File: config.mk
export PLATFORM = sky130hd
export DESIGN_NAME = binary_to_decimal_ascii
export DESIGN_NICKNAME = d
export VERILOG_FILES = /design/src/sv/bda_pkg.sv /design/src/sv/bda_dp.sv /design/src/sv/bda_ctrl.sv /design/src/sv/binary_to_decimal_ascii.sv
export SDC_FILE = /design/constraint.sdc
export NUM_CORES = 1
export LEC_CHECK = 0
export BUFFER_PORTS_ARGS = -buffer_cell sky130_fd_sc_hd__buf_2
export CAP_MARGIN = 25
export CORE_ASPECT_RATIO = 1.75
export CORE_MARGIN = 2
export CORE_UTILIZATION = 55
export DETAILED_ROUTE_END_ITERATION = 16
export HOLD_SLACK_MARGIN = 0.15
export PLACE_DENSITY = 0.79
export SYNTH_ARGS = -nofsm -noshare
export SYNTH_HDL_FRONTEND = slang
export SYNTH_SLANG_ARGS = --single-unit
File: constraint.sdc
create_clock -name clk -period 3.4 [get_ports clk]
set_clock_uncertainty 0.15 [all_clocks]
set_input_delay 0.34 -clock clk [delete_from_list [all_inputs] [get_ports clk]]
set_output_delay 0.34 -clock clk [all_outputs]
set_load 0.05 [all_outputs]
File: src/sv/bda_pkg.sv
// Shared constants and controller/datapath interface types for the decimal ASCII converter.
`default_nettype none
package bda_pkg;
	localparam int VALUE_W    = 64;
	localparam int DIG_W      = 4;
	localparam int BCD_DIGITS = 20;
	localparam int BCD_W      = BCD_DIGITS * DIG_W;
	localparam int BIT_W      = 6;
	localparam int CNT_W      = 5;
	localparam int CHAR_W     = 6;
	localparam int TDATA_W    = 8;

	localparam logic [BIT_W-1:0]  LAST_BIT   = BIT_W'(VALUE_W - 1);
	localparam logic [CNT_W-1:0]  CNT_FULL   = CNT_W'(BCD_DIGITS);
	localparam logic [CNT_W-1:0]  CNT_ONE    = CNT_W'(1);
	localparam logic [CHAR_W-1:0] ASCII_ZERO = CHAR_W'(48);

	typedef struct packed {
		logic load;
		logic step;
		logic skip;
		logic emit;
	} dp_cmd_t;

	typedef struct packed {
		logic bits_done;
		logic top_zero;
		logic cnt_one;
		logic out_free;
	} dp_sts_t;
endpackage
`default_nettype wire

File: src/sv/bda_dp.sv
// Datapath: double dabble shift register, digit scanner and output register.
`default_nettype none
module bda_dp
	import bda_pkg::*;
(
	input  wire logic               clk,
	input  wire logic               arst_n,
	input  wire dp_cmd_t            cmd,
	output dp_sts_t                 sts,
	input  wire logic [VALUE_W-1:0] value,
	output logic                    m_tvalid,
	input  wire logic               m_tready,
	output logic [TDATA_W-1:0]      m_tdata,
	output logic                    m_tlast
);
	logic [VALUE_W-1:0] val_q;
	logic [BCD_W-1:0]   bcd_q;
	logic [BCD_W-1:0]   adj;
	logic [BIT_W-1:0]   bit_q;
	logic [CNT_W-1:0]   cnt_q;
	logic [DIG_W-1:0]   top_dig;
	logic               out_vld_q;
	logic [TDATA_W-1:0] out_data_q;
	logic               out_last_q;

	always_comb begin
		for (int i = 0; i < BCD_DIGITS; i++) begin
			if (bcd_q[i*DIG_W +: DIG_W] >= DIG_W'(5))
				adj[i*DIG_W +: DIG_W] = bcd_q[i*DIG_W +: DIG_W] + DIG_W'(3);
			else
				adj[i*DIG_W +: DIG_W] = bcd_q[i*DIG_W +: DIG_W];
		end
	end

	assign top_dig       = bcd_q[BCD_W-1 -: DIG_W];
	assign sts.bits_done = (bit_q == LAST_BIT);
	assign sts.top_zero  = (top_dig == '0);
	assign sts.cnt_one   = (cnt_q == CNT_ONE);
	assign sts.out_free  = !out_vld_q || m_tready;

	always_ff @(posedge clk) begin
		if (cmd.load) begin
			val_q <= value;
			bcd_q <= '0;
			bit_q <= '0;
			cnt_q <= CNT_FULL;
		end else if (cmd.step) begin
			val_q <= {val_q[VALUE_W-2:0], 1'b0};
			bcd_q <= {adj[BCD_W-2:0], val_q[VALUE_W-1]};
			bit_q <= bit_q + BIT_W'(1);
		end else if (cmd.skip || cmd.emit) begin
			bcd_q <= {bcd_q[BCD_W-DIG_W-1:0], {DIG_W{1'b0}}};
			cnt_q <= cnt_q - CNT_W'(1);
		end
		if (cmd.emit) begin
			out_data_q <= {2'b00, ASCII_ZERO + {2'b00, top_dig}};
			out_last_q <= sts.cnt_one;
		end
	end

	always_ff @(posedge clk or negedge arst_n) begin
		if (!arst_n) begin
			out_vld_q <= 1'b0;
		end else if (cmd.emit) begin
			out_vld_q <= 1'b1;
		end else if (m_tready) begin
			out_vld_q <= 1'b0;
		end
	end

	assign m_tvalid = out_vld_q;
	assign m_tdata  = out_data_q;
	assign m_tlast  = out_last_q;
endmodule
`default_nettype wire

File: src/sv/bda_ctrl.sv
// Controller: sequences load, 64 shift steps, leading-zero skip and digit output.
`default_nettype none
module bda_ctrl
	import bda_pkg::*;
(
	input  wire logic    clk,
	input  wire logic    arst_n,
	input  wire logic    s_tvalid,
	output logic         s_tready,
	input  wire dp_sts_t sts,
	output dp_cmd_t      cmd
);
	typedef enum logic [1:0] {
		ST_IDLE,
		ST_CONV,
		ST_SCAN,
		ST_EMIT
	} state_t;

	state_t state_q;
	logic   ready_q;

	always_comb begin
		cmd      = '0;
		cmd.load = (state_q == ST_IDLE) && s_tvalid;
		cmd.step = (state_q == ST_CONV);
		cmd.skip = (state_q == ST_SCAN) && sts.top_zero && !sts.cnt_one;
		cmd.emit = (state_q == ST_EMIT) && sts.out_free;
	end

	always_ff @(posedge clk or negedge arst_n) begin
		if (!arst_n) begin
			state_q <= ST_IDLE;
			ready_q <= 1'b1;
		end else begin
			case (state_q)
				ST_IDLE: begin
					if (s_tvalid) begin
						state_q <= ST_CONV;
						ready_q <= 1'b0;
					end
				end
				ST_CONV: begin
					if (sts.bits_done)
						state_q <= ST_SCAN;
				end
				ST_SCAN: begin
					if (!sts.top_zero || sts.cnt_one)
						state_q <= ST_EMIT;
				end
				ST_EMIT: begin
					if (sts.out_free && sts.cnt_one) begin
						state_q <= ST_IDLE;
						ready_q <= 1'b1;
					end
				end
				default: begin
					state_q <= ST_IDLE;
					ready_q <= 1'b1;
				end
			endcase
		end
	end

	assign s_tready = ready_q;
endmodule
`default_nettype wire

File: src/sv/binary_to_decimal_ascii.sv
// Top level: 64-bit unsigned binary to decimal ASCII digit stream.
`default_nettype none
// Accepts one 64-bit unsigned number per input transfer and returns its decimal
// digits as ASCII characters, most significant first, without leading zeros
// (zero gives a single '0'); m_tlast marks the least significant digit. One
// number is handled at a time: a load, 64 double dabble shift steps, a skip
// for each leading zero (20 - digits of them), a check that finds the first
// digit, then the output of each digit, which stalls while the output side
// holds it back. The next number is taken once the last digit has been loaded
// into the output register.
module binary_to_decimal_ascii
	import bda_pkg::*;
(
	input  wire logic               clk,
	input  wire logic               arst_n,
	input  wire logic               s_tvalid,
	output logic                    s_tready,
	input  wire logic [VALUE_W-1:0] s_tdata,  // [63:0] value
	output logic                    m_tvalid,
	input  wire logic               m_tready,
	output logic [TDATA_W-1:0]      m_tdata,  // [5:0] digit_char, [7:6] zero
	output logic                    m_tlast   // last_digit
);
	dp_cmd_t cmd;
	dp_sts_t sts;

	bda_ctrl u_ctrl (
		.clk      (clk),
		.arst_n   (arst_n),
		.s_tvalid (s_tvalid),
		.s_tready (s_tready),
		.sts      (sts),
		.cmd      (cmd)
	);

	bda_dp u_dp (
		.clk      (clk),
		.arst_n   (arst_n),
		.cmd      (cmd),
		.sts      (sts),
		.value    (s_tdata),
		.m_tvalid (m_tvalid),
		.m_tready (m_tready),
		.m_tdata  (m_tdata),
		.m_tlast  (m_tlast)
	);

`ifndef NO_ASSERTIONS
	a_busy_after_accept: assert property (@(posedge clk) disable iff (!arst_n)
		s_tvalid && s_tready |=> !s_tready)
		else $error("input still ready after a transfer");

	a_digit_range: assert property (@(posedge clk) disable iff (!arst_n)
		m_tvalid |-> (m_tdata[7:4] == 4'h3) && (m_tdata[3:0] <= 4'd9))
		else $error("output is not an ASCII digit");

	a_ready_after_last: assert property (@(posedge clk) disable iff (!arst_n)
		$rose(s_tready) |-> $past(cmd.emit) && $past(sts.cnt_one))
		else $error("input ready before last digit was issued");

	a_single_cmd: assert property (@(posedge clk) disable iff (!arst_n)
		$onehot0({cmd.load, cmd.step, cmd.skip, cmd.emit}))
		else $error("conflicting datapath commands");
`endif
endmodule
`default_nettype wire
==> run_results.csv, run 1 <==
group,metric,value,unit
worst_setup_path,cp_slowest_cell,"a22o_4",
sta,maxSlewViolCount,0,
logic_synthesis,synth_seq_cells,164,
clock_network,cts-root-buf,"clkbuf_16",
global_route,grt_max_degree,104,
cells_and_area,drive_gt1_frac,0.170,
placed_design,dpl.hpwl,12700,microns
logic_synthesis,synth.area.top_cells,"edfxtp_1, dfxtp_1, nand2_1",
global_route,grt_pass1_vias,7614,
sta,setup_viol,0,
logic_synthesis,synth-seq-area-share,0.426,
sta,tns,0,ns
flow_run,maxCapViolCount,0,
sta,fin_crit_sh,0.815,
logic_synthesis,ys_types,50,
logic_synthesis,ys_async_sr_fraction,0.0244,
sta,slew-limit-headroom,0.354,
floorplanning,rows,63,
pwr,power_density,1110,nW/um^2
worst_setup_path,start_kind,"flop",
clock_network,clk_pin_slew,0.06,ns
drt,wl,22000,microns
clock_network,worstSkewPairLatency,0.43,ns
sta,min_period,2.77,ns
global_route,grt_pass1_wl,35500,microns
floorplanning,ios,79,
floorplanning,die_h,177,microns
placed_design,placed_area,9850,sq um
hold_path,hp-class,"in -> async",
global_route,gr-total-overflow,0,
drt,viasPerCell,5.64,
floorplanning,initial_core_util,0.558,
floorplanning,dieArea,18100,sq um
clock_network,clk_path_buf_depth,2,
floorplanning,core_area,16800,sq um
drt,drc,0,
cells_and_area,num_antenna_cells,0,
logic_synthesis,synthCells,1029,
worst_setup_path,rr_worst_depth,6,
worst_setup_path,max_stage_delay,0.76,ns
placed_design,place.gp.congestion,0.810,
cells_and_area,layout_common_cells,"nand2_1, dfxtp_1, buf_2",
cells_and_area,layout_commonest_cell,"nand2_1",
worst_setup_path,cp_data_arrival_time,2.96,ns
drt,firstDrtPassIters,4,
pwr,p_leak,4.65,nW
placed_design,port_buffers,74,
worst_setup_path,crit_fanout,69,
run_status,status,"complete, no violations",
floorplanning,dieWidth,103,microns
worst_setup_path,end_kind,"flop",
sta,hold_violations,0,
clock_network,htree_levels,4,
cells_and_area,fin_area,11100,sq um
sta,worst_pin_slew,0.969,ns
drt,wl_per_cell,16.0,microns
pwr,ir_drop,0.000685,V
logic_synthesis,synth.top_cell.area_share,0.221,
cells_and_area,final_core_util,0.663,
cells_and_area,fillers,1257,
worst_setup_path,crit_type,"reg -> reg",
sta,grt_setup_unrepaired,"no",
pwr,power.total,12.4,mW
drt,final_antenna_net_count,0,
clock_network,cts_tree,"done",
logic_synthesis,synth_area_leader_cell,"edfxtp_1",
logic_synthesis,synthFlopType,"dfxtp_1",
cells_and_area,area_growth,18.7,%
clock_network,clkSinkCount,164,
clock_network,cts_buffers,17,
logic_synthesis,synth_edf_count,69,
worst_setup_path,path_cells,"inv_1, ha_1, and4bb_2, a22o_4, mux2_2, a211oi_1",
sta,clock.fmax,361,MHz
global_route,grt_antenna_before_repair,0,
logic_synthesis,avgSynthCellArea,9.11,sq um
global_route,gr-usage-all-layers,0.246,
drt,drt_iter0_markers,416,
drt,vias,7750,
worst_setup_path,required,3.59,ns
logic_synthesis,synth-warning-count,0,
cells_and_area,nNetsFinal,1251,
clock_network,cts_resized,0,
logic_synthesis,syn_area,9370,sq um
kinds of logic (layout without fill, tap and decap cells):
| family | after synthesis | after routing | synth area share |
|---|---|---|---|
| AOI/OAI and AO/OA | 165 | 165 | 0.121 |
| xor gates and xnor gates | 24 | 24 | 0.0224 |
| adders and majority gates | 48 | 48 | 0.0641 |
| buffers and inverters | 115 | 232 | 0.0549 |
| DFF | 164 | 164 | 0.426 |
| muxes | 60 | 60 | 0.0804 |
| other | 2 | 4 | 0.000801 |
| and+or+nand+nor | 451 | 451 | 0.230 |
layer usage:
layer / global-route usage / vias to the layer above / share of wire
met3: 0.0596 / 64 / 0.052
met5: 0 / - / 0
met2: 0.446 / 224 / 0.53
met4: 0.124 / 0 / 0.033
met1: 0.258 / 3678 / 0.38
li1: - / 3784 / -
critical path: cells and delay by family (launching register included):
kind / cells / cell delay [ns]
compound gates: 2 / 0.96
flops: 1 / 0.44
mux: 1 / 0.42
simple gates: 1 / 0.35
fa+ha+maj: 1 / 0.17
buf+inv: 1 / 0.13
cell usage after synthesis, types with 23 or more instances:
library cell,number
o21ai_0,28
dfxtp_1,91
clkbuf_1,45
nor2_1,45
ha_1,48
nand3_1,23
a211oi_1,23
nor3_1,37
edfxtp_1,69
inv_1,47
mux2_4,28
nand2_1,239
a21oi_1,67
nor3b_1,35
path summary, 6_finish.rpt:
path	start	endpoint	slack [ns]
max in group asynchronous	arst_n	u_ctrl.state_q[1]$_DFFE_PN0P_	2.29
worst min register to register	u_dp.bcd_q[77]$_SDFFE_PP0P_	u_dp.m_tdata[1]$_DFFE_PP_	0.35
worst max register to register	u_ctrl.state_q[0]$_DFFE_PN0P_	u_dp.bcd_q[29]$_SDFFE_PP0P_	0.63
worst max-delay path	u_ctrl.state_q[0]$_DFFE_PN0P_	u_dp.bcd_q[29]$_SDFFE_PP0P_	0.63
worst min-delay path	arst_n	u_ctrl.s_tready$_DFFE_PN1P_	0.23
min in group clk	u_dp.bcd_q[77]$_SDFFE_PP0P_	u_dp.m_tdata[1]$_DFFE_PP_	0.35
registers in the layout (all words and copies together), names as in the netlist:
signal           cells
u_dp.m_tdata         4
u_dp.m_tvalid        1
u_ctrl.state_q       2
u_dp.cnt_q           5
u_ctrl.s_tready      1
u_dp.bit_q           6
u_dp.m_tlast         1
u_dp.bcd_q          80
u_dp.val_q          64
stage by stage:
step / worst slack (ns) / std cells / hold WS [ns]
finish: 0.629 / 1375 / 0.232
global route: 0.501 / 1375 / 0.243
CTS: 0.683 / 1375 / 0.221
detailed placement: 0.701 / 1276 / -0.00246
global placement: 0.762 / 1276 / -0.00189
floorplan: 0.0304 / 1031 / -0.106
where the power goes:
group	switching, mW	internal, mW	total [mW]
logic	3.54	2.80	6.34
clock network	0.834	1.16	1.99
registers	0.721	3.32	4.04
total	5.09	7.28	12.4
area by class of cell:
class | instances | area (sq um) | area share
multi-input cells | 752 | 4900 | 0.440
well taps | 227 | 284 | 0.0255
clock buffers | 17 | 425 | 0.0382
inverters | 48 | 180 | 0.0162
repair buffers | 152 | 1160 | 0.104
clock inverters | 15 | 181 | 0.0163
flip-flops and latches | 164 | 4000 | 0.359
timing repair:
action                                  4_1_cts  5_1_grt
hold endpoints to repair                     69        0
endpoints found under the setup margin        0        0
setup buffers                                 0        0
hold buffers                                 67        0
Power figures use the tool's default switching activity.
==> run 2, diff against run 1 <==
==> constraint.sdc (replaced) <==
create_clock -name clk -period 2.3 [get_ports clk]
set_clock_uncertainty 0.15 [all_clocks]
set_input_delay 0.23 -clock clk [delete_from_list [all_inputs] [get_ports clk]]
set_output_delay 0.23 -clock clk [all_outputs]
set_load 0.05 [all_outputs]
==> run_results.csv, run 2 (synthesis results as in run 1) <==
group,metric,value,unit
sta,clock.fmax,445,MHz
pwr,switching_power,7.95,mW
sta,grt_setup_unrepaired,"no",
floorplanning,die_h,177,microns
placed_design,dpl.hpwl,13500,microns
drt,drt_iter0_markers,530,
placed_design,place.gp.congestion,0.816,
floorplanning,ios,79,
cells_and_area,area_growth,23.0,%
global_route,gr-usage-all-layers,0.266,
pwr,ir_drop,0.000850,V
worst_setup_path,cp_data_arrival_time,2.43,ns
sta,slew-limit-headroom,0.631,
global_route,grt_antenna_before_repair,2,
floorplanning,core_area,16800,sq um
global_route,grt_max_degree,70,
placed_design,dp_cells,1295,
worst_setup_path,crit_fanout,11,
pwr,pwr-share-comb,0.537,
worst_setup_path,end_kind,"flop",
drt,final_antenna_net_count,0,
clock_network,worstSkewPairLatency,0.43,ns
cells_and_area,layout_common_cells,"nand2_1, dfxtp_1, buf_2",
run_status,status,"complete, no violations",
clock_network,clk_path_buf_depth,2,
cells_and_area,layoutNonFillerInstCount,1408,
worst_setup_path,start_kind,"flop",
sta,fin_crit_sh,0.977,
cells_and_area,largest_reg_flops,80,
pwr,p_leak,4.84,nW
cells_and_area,regMostFlops,"u_dp.bcd_q",
drt,wl_per_cell,17.3,microns
pwr,seqPwrFrac,0.313,
sta,tns,0,ns
pwr,power_density,1670,nW/um^2
pwr,switching_share,0.411,
sta,min_period,2.25,ns
global_route,gr-total-overflow,0,
clock_network,htree_levels,4,
clock_network,clkSinkCount,164,
cells_and_area,nNetsFinal,1282,
pwr,power.clock.fraction,0.150,
cells_and_area,largestRegisters,"u_dp.bcd_q x80, u_dp.val_q x64, u_dp.bit_q x6",
sta,maxSlewViolCount,0,
drt,vias,8193,
placed_design,dpl_worst_slack,0.00125,ns
clock_network,cts_buffers,17,
floorplanning,rows,63,
drt,viasPerCell,5.82,
worst_setup_path,crit_type,"reg -> reg",
global_route,grt_pass1_vias,8116,
cells_and_area,multi_input_area,4930,sq um
hold_path,hp-class,"reg -> reg",
cells_and_area,register_area,4000,sq um
floorplanning,initial_core_util,0.558,
cells_and_area,drive_gt1_frac,0.189,
sta,worst_pin_slew,0.553,ns
cells_and_area,fillers,1122,
drt,firstDrtPassIters,6,
worst_setup_path,required,2.48,ns
sta,fin_ws,0.0527,ns
clock_network,cts_tree,"done",
clock_network,clk_pin_slew,0.06,ns
cells_and_area,layout_commonest_cell,"nand2_1",
floorplanning,dieArea,18100,sq um
floorplanning,dieWidth,103,microns
sta,hold_violations,0,
drt,drc,0,
sta,setup_viol,0,
clock_network,cts-root-buf,"clkbuf_16",
global_route,grt_pass1_wl,38000,microns
flow_run,maxCapViolCount,0,
placed_design,port_buffers,74,
pwr,p_int,11.4,mW
drt,wl,24400,microns
## run 2: changes by cell type in the layout (fill, tap and decap cells not counted), moves of 2 or more
cell	delta
clkbuf_16	+3
clkbuf_1	+2
buf_12	+8
buf_4	+16
clkinv_4	-4
clkinvlp_4	+2
diode_2	+2
dlygate4sd3_1	+3
## run 2: worst max-delay path, stage by stage, from the launching register on
cell and delay (ns):
dfxtp_1 0.33, inv_2 0.06, ha_1 0.12, or4b_4 0.50, a22o_4 0.30, buf_12 0.17
mux2_4 0.30, a211oi_2 0.20
## run 2: through the flow
stage                     hold slack [ns]   util  instance area (sq um)  total power [mW]
after floorplan                    -0.216      -                   9400              13.3
after global placement             -0.106  0.600                  10100              15.2
after detailed placement           -0.103  0.600                  10100              15.6
after CTS                           0.324  0.679                  11400              18.7
after global routing                0.346  0.687                  11500              20.6
final                               0.331  0.687                  11500              19.3
## run 2: cell type report
cell class / instances / share of cell area
inverters: 48 / 0.0156
clock buffers: 19 / 0.0376
well taps: 227 / 0.0246
flip-flops and latches: 164 / 0.347
clock inverters: 13 / 0.0137
repair buffers: 182 / 0.134
multi-input cells: 753 / 0.427
diodes: 2 / 0.000434
## run 2: path summary, 6_finish.rpt
kind,from,end,slack [ns],cells past startpoint
hold reg to reg,u_dp.bcd_q[77]$_SDFFE_PP0P_,u_dp.m_tdata[1]$_DFFE_PP_,0.33,0
setup reg to reg,u_dp.cnt_q[1]$_SDFFE_PP0P_,u_dp.bcd_q[53]$_SDFFE_PP0P_,0.05,7
max in group asynchronous,arst_n,u_ctrl.state_q[0]$_DFFE_PN0P_,0.68,4
min in group asynchronous,arst_n,u_ctrl.s_tready$_DFFE_PN1P_,0.70,3
hold / removal,u_dp.bcd_q[77]$_SDFFE_PP0P_,u_dp.m_tdata[1]$_DFFE_PP_,0.33,0
setup / recovery,u_dp.cnt_q[1]$_SDFFE_PP0P_,u_dp.bcd_q[53]$_SDFFE_PP0P_,0.05,7
## run 2: power by group through the flow
| stage | registers (mW) | clock network (mW) | logic, mW |
|---|---|---|---|
| CTS | 5.93 | 2.89 | 9.85 |
| finish | 6.03 | 2.90 | 10.4 |
| global placement | 5.92 | 0 | 9.29 |
| floorplan | 5.80 | 0 | 7.54 |
| detailed placement | 5.97 | 0 | 9.58 |
| global route | 6.20 | 3.02 | 11.4 |
## run 2: what timing repair did
item | in CTS | in global routing
setup endpoints to repair | 5 | 14
gates resized for setup | 0 | 2
pin swaps | 2 | 3
hold endpoints to repair | 70 | 0
gates cloned | 0 | 4
hold buffers | 70 | 0
setup buffers | 2 | 3
## run 2: routing by layer
metal | global-route usage | up-vias | share of wire
met5 | 0 | - | 0
met4 | 0.150 | 0 | 0.042
met3 | 0.0553 | 89 | 0.054
met2 | 0.481 | 287 | 0.54
met1 | 0.278 | 3973 | 0.37
li1 | - | 3844 | -
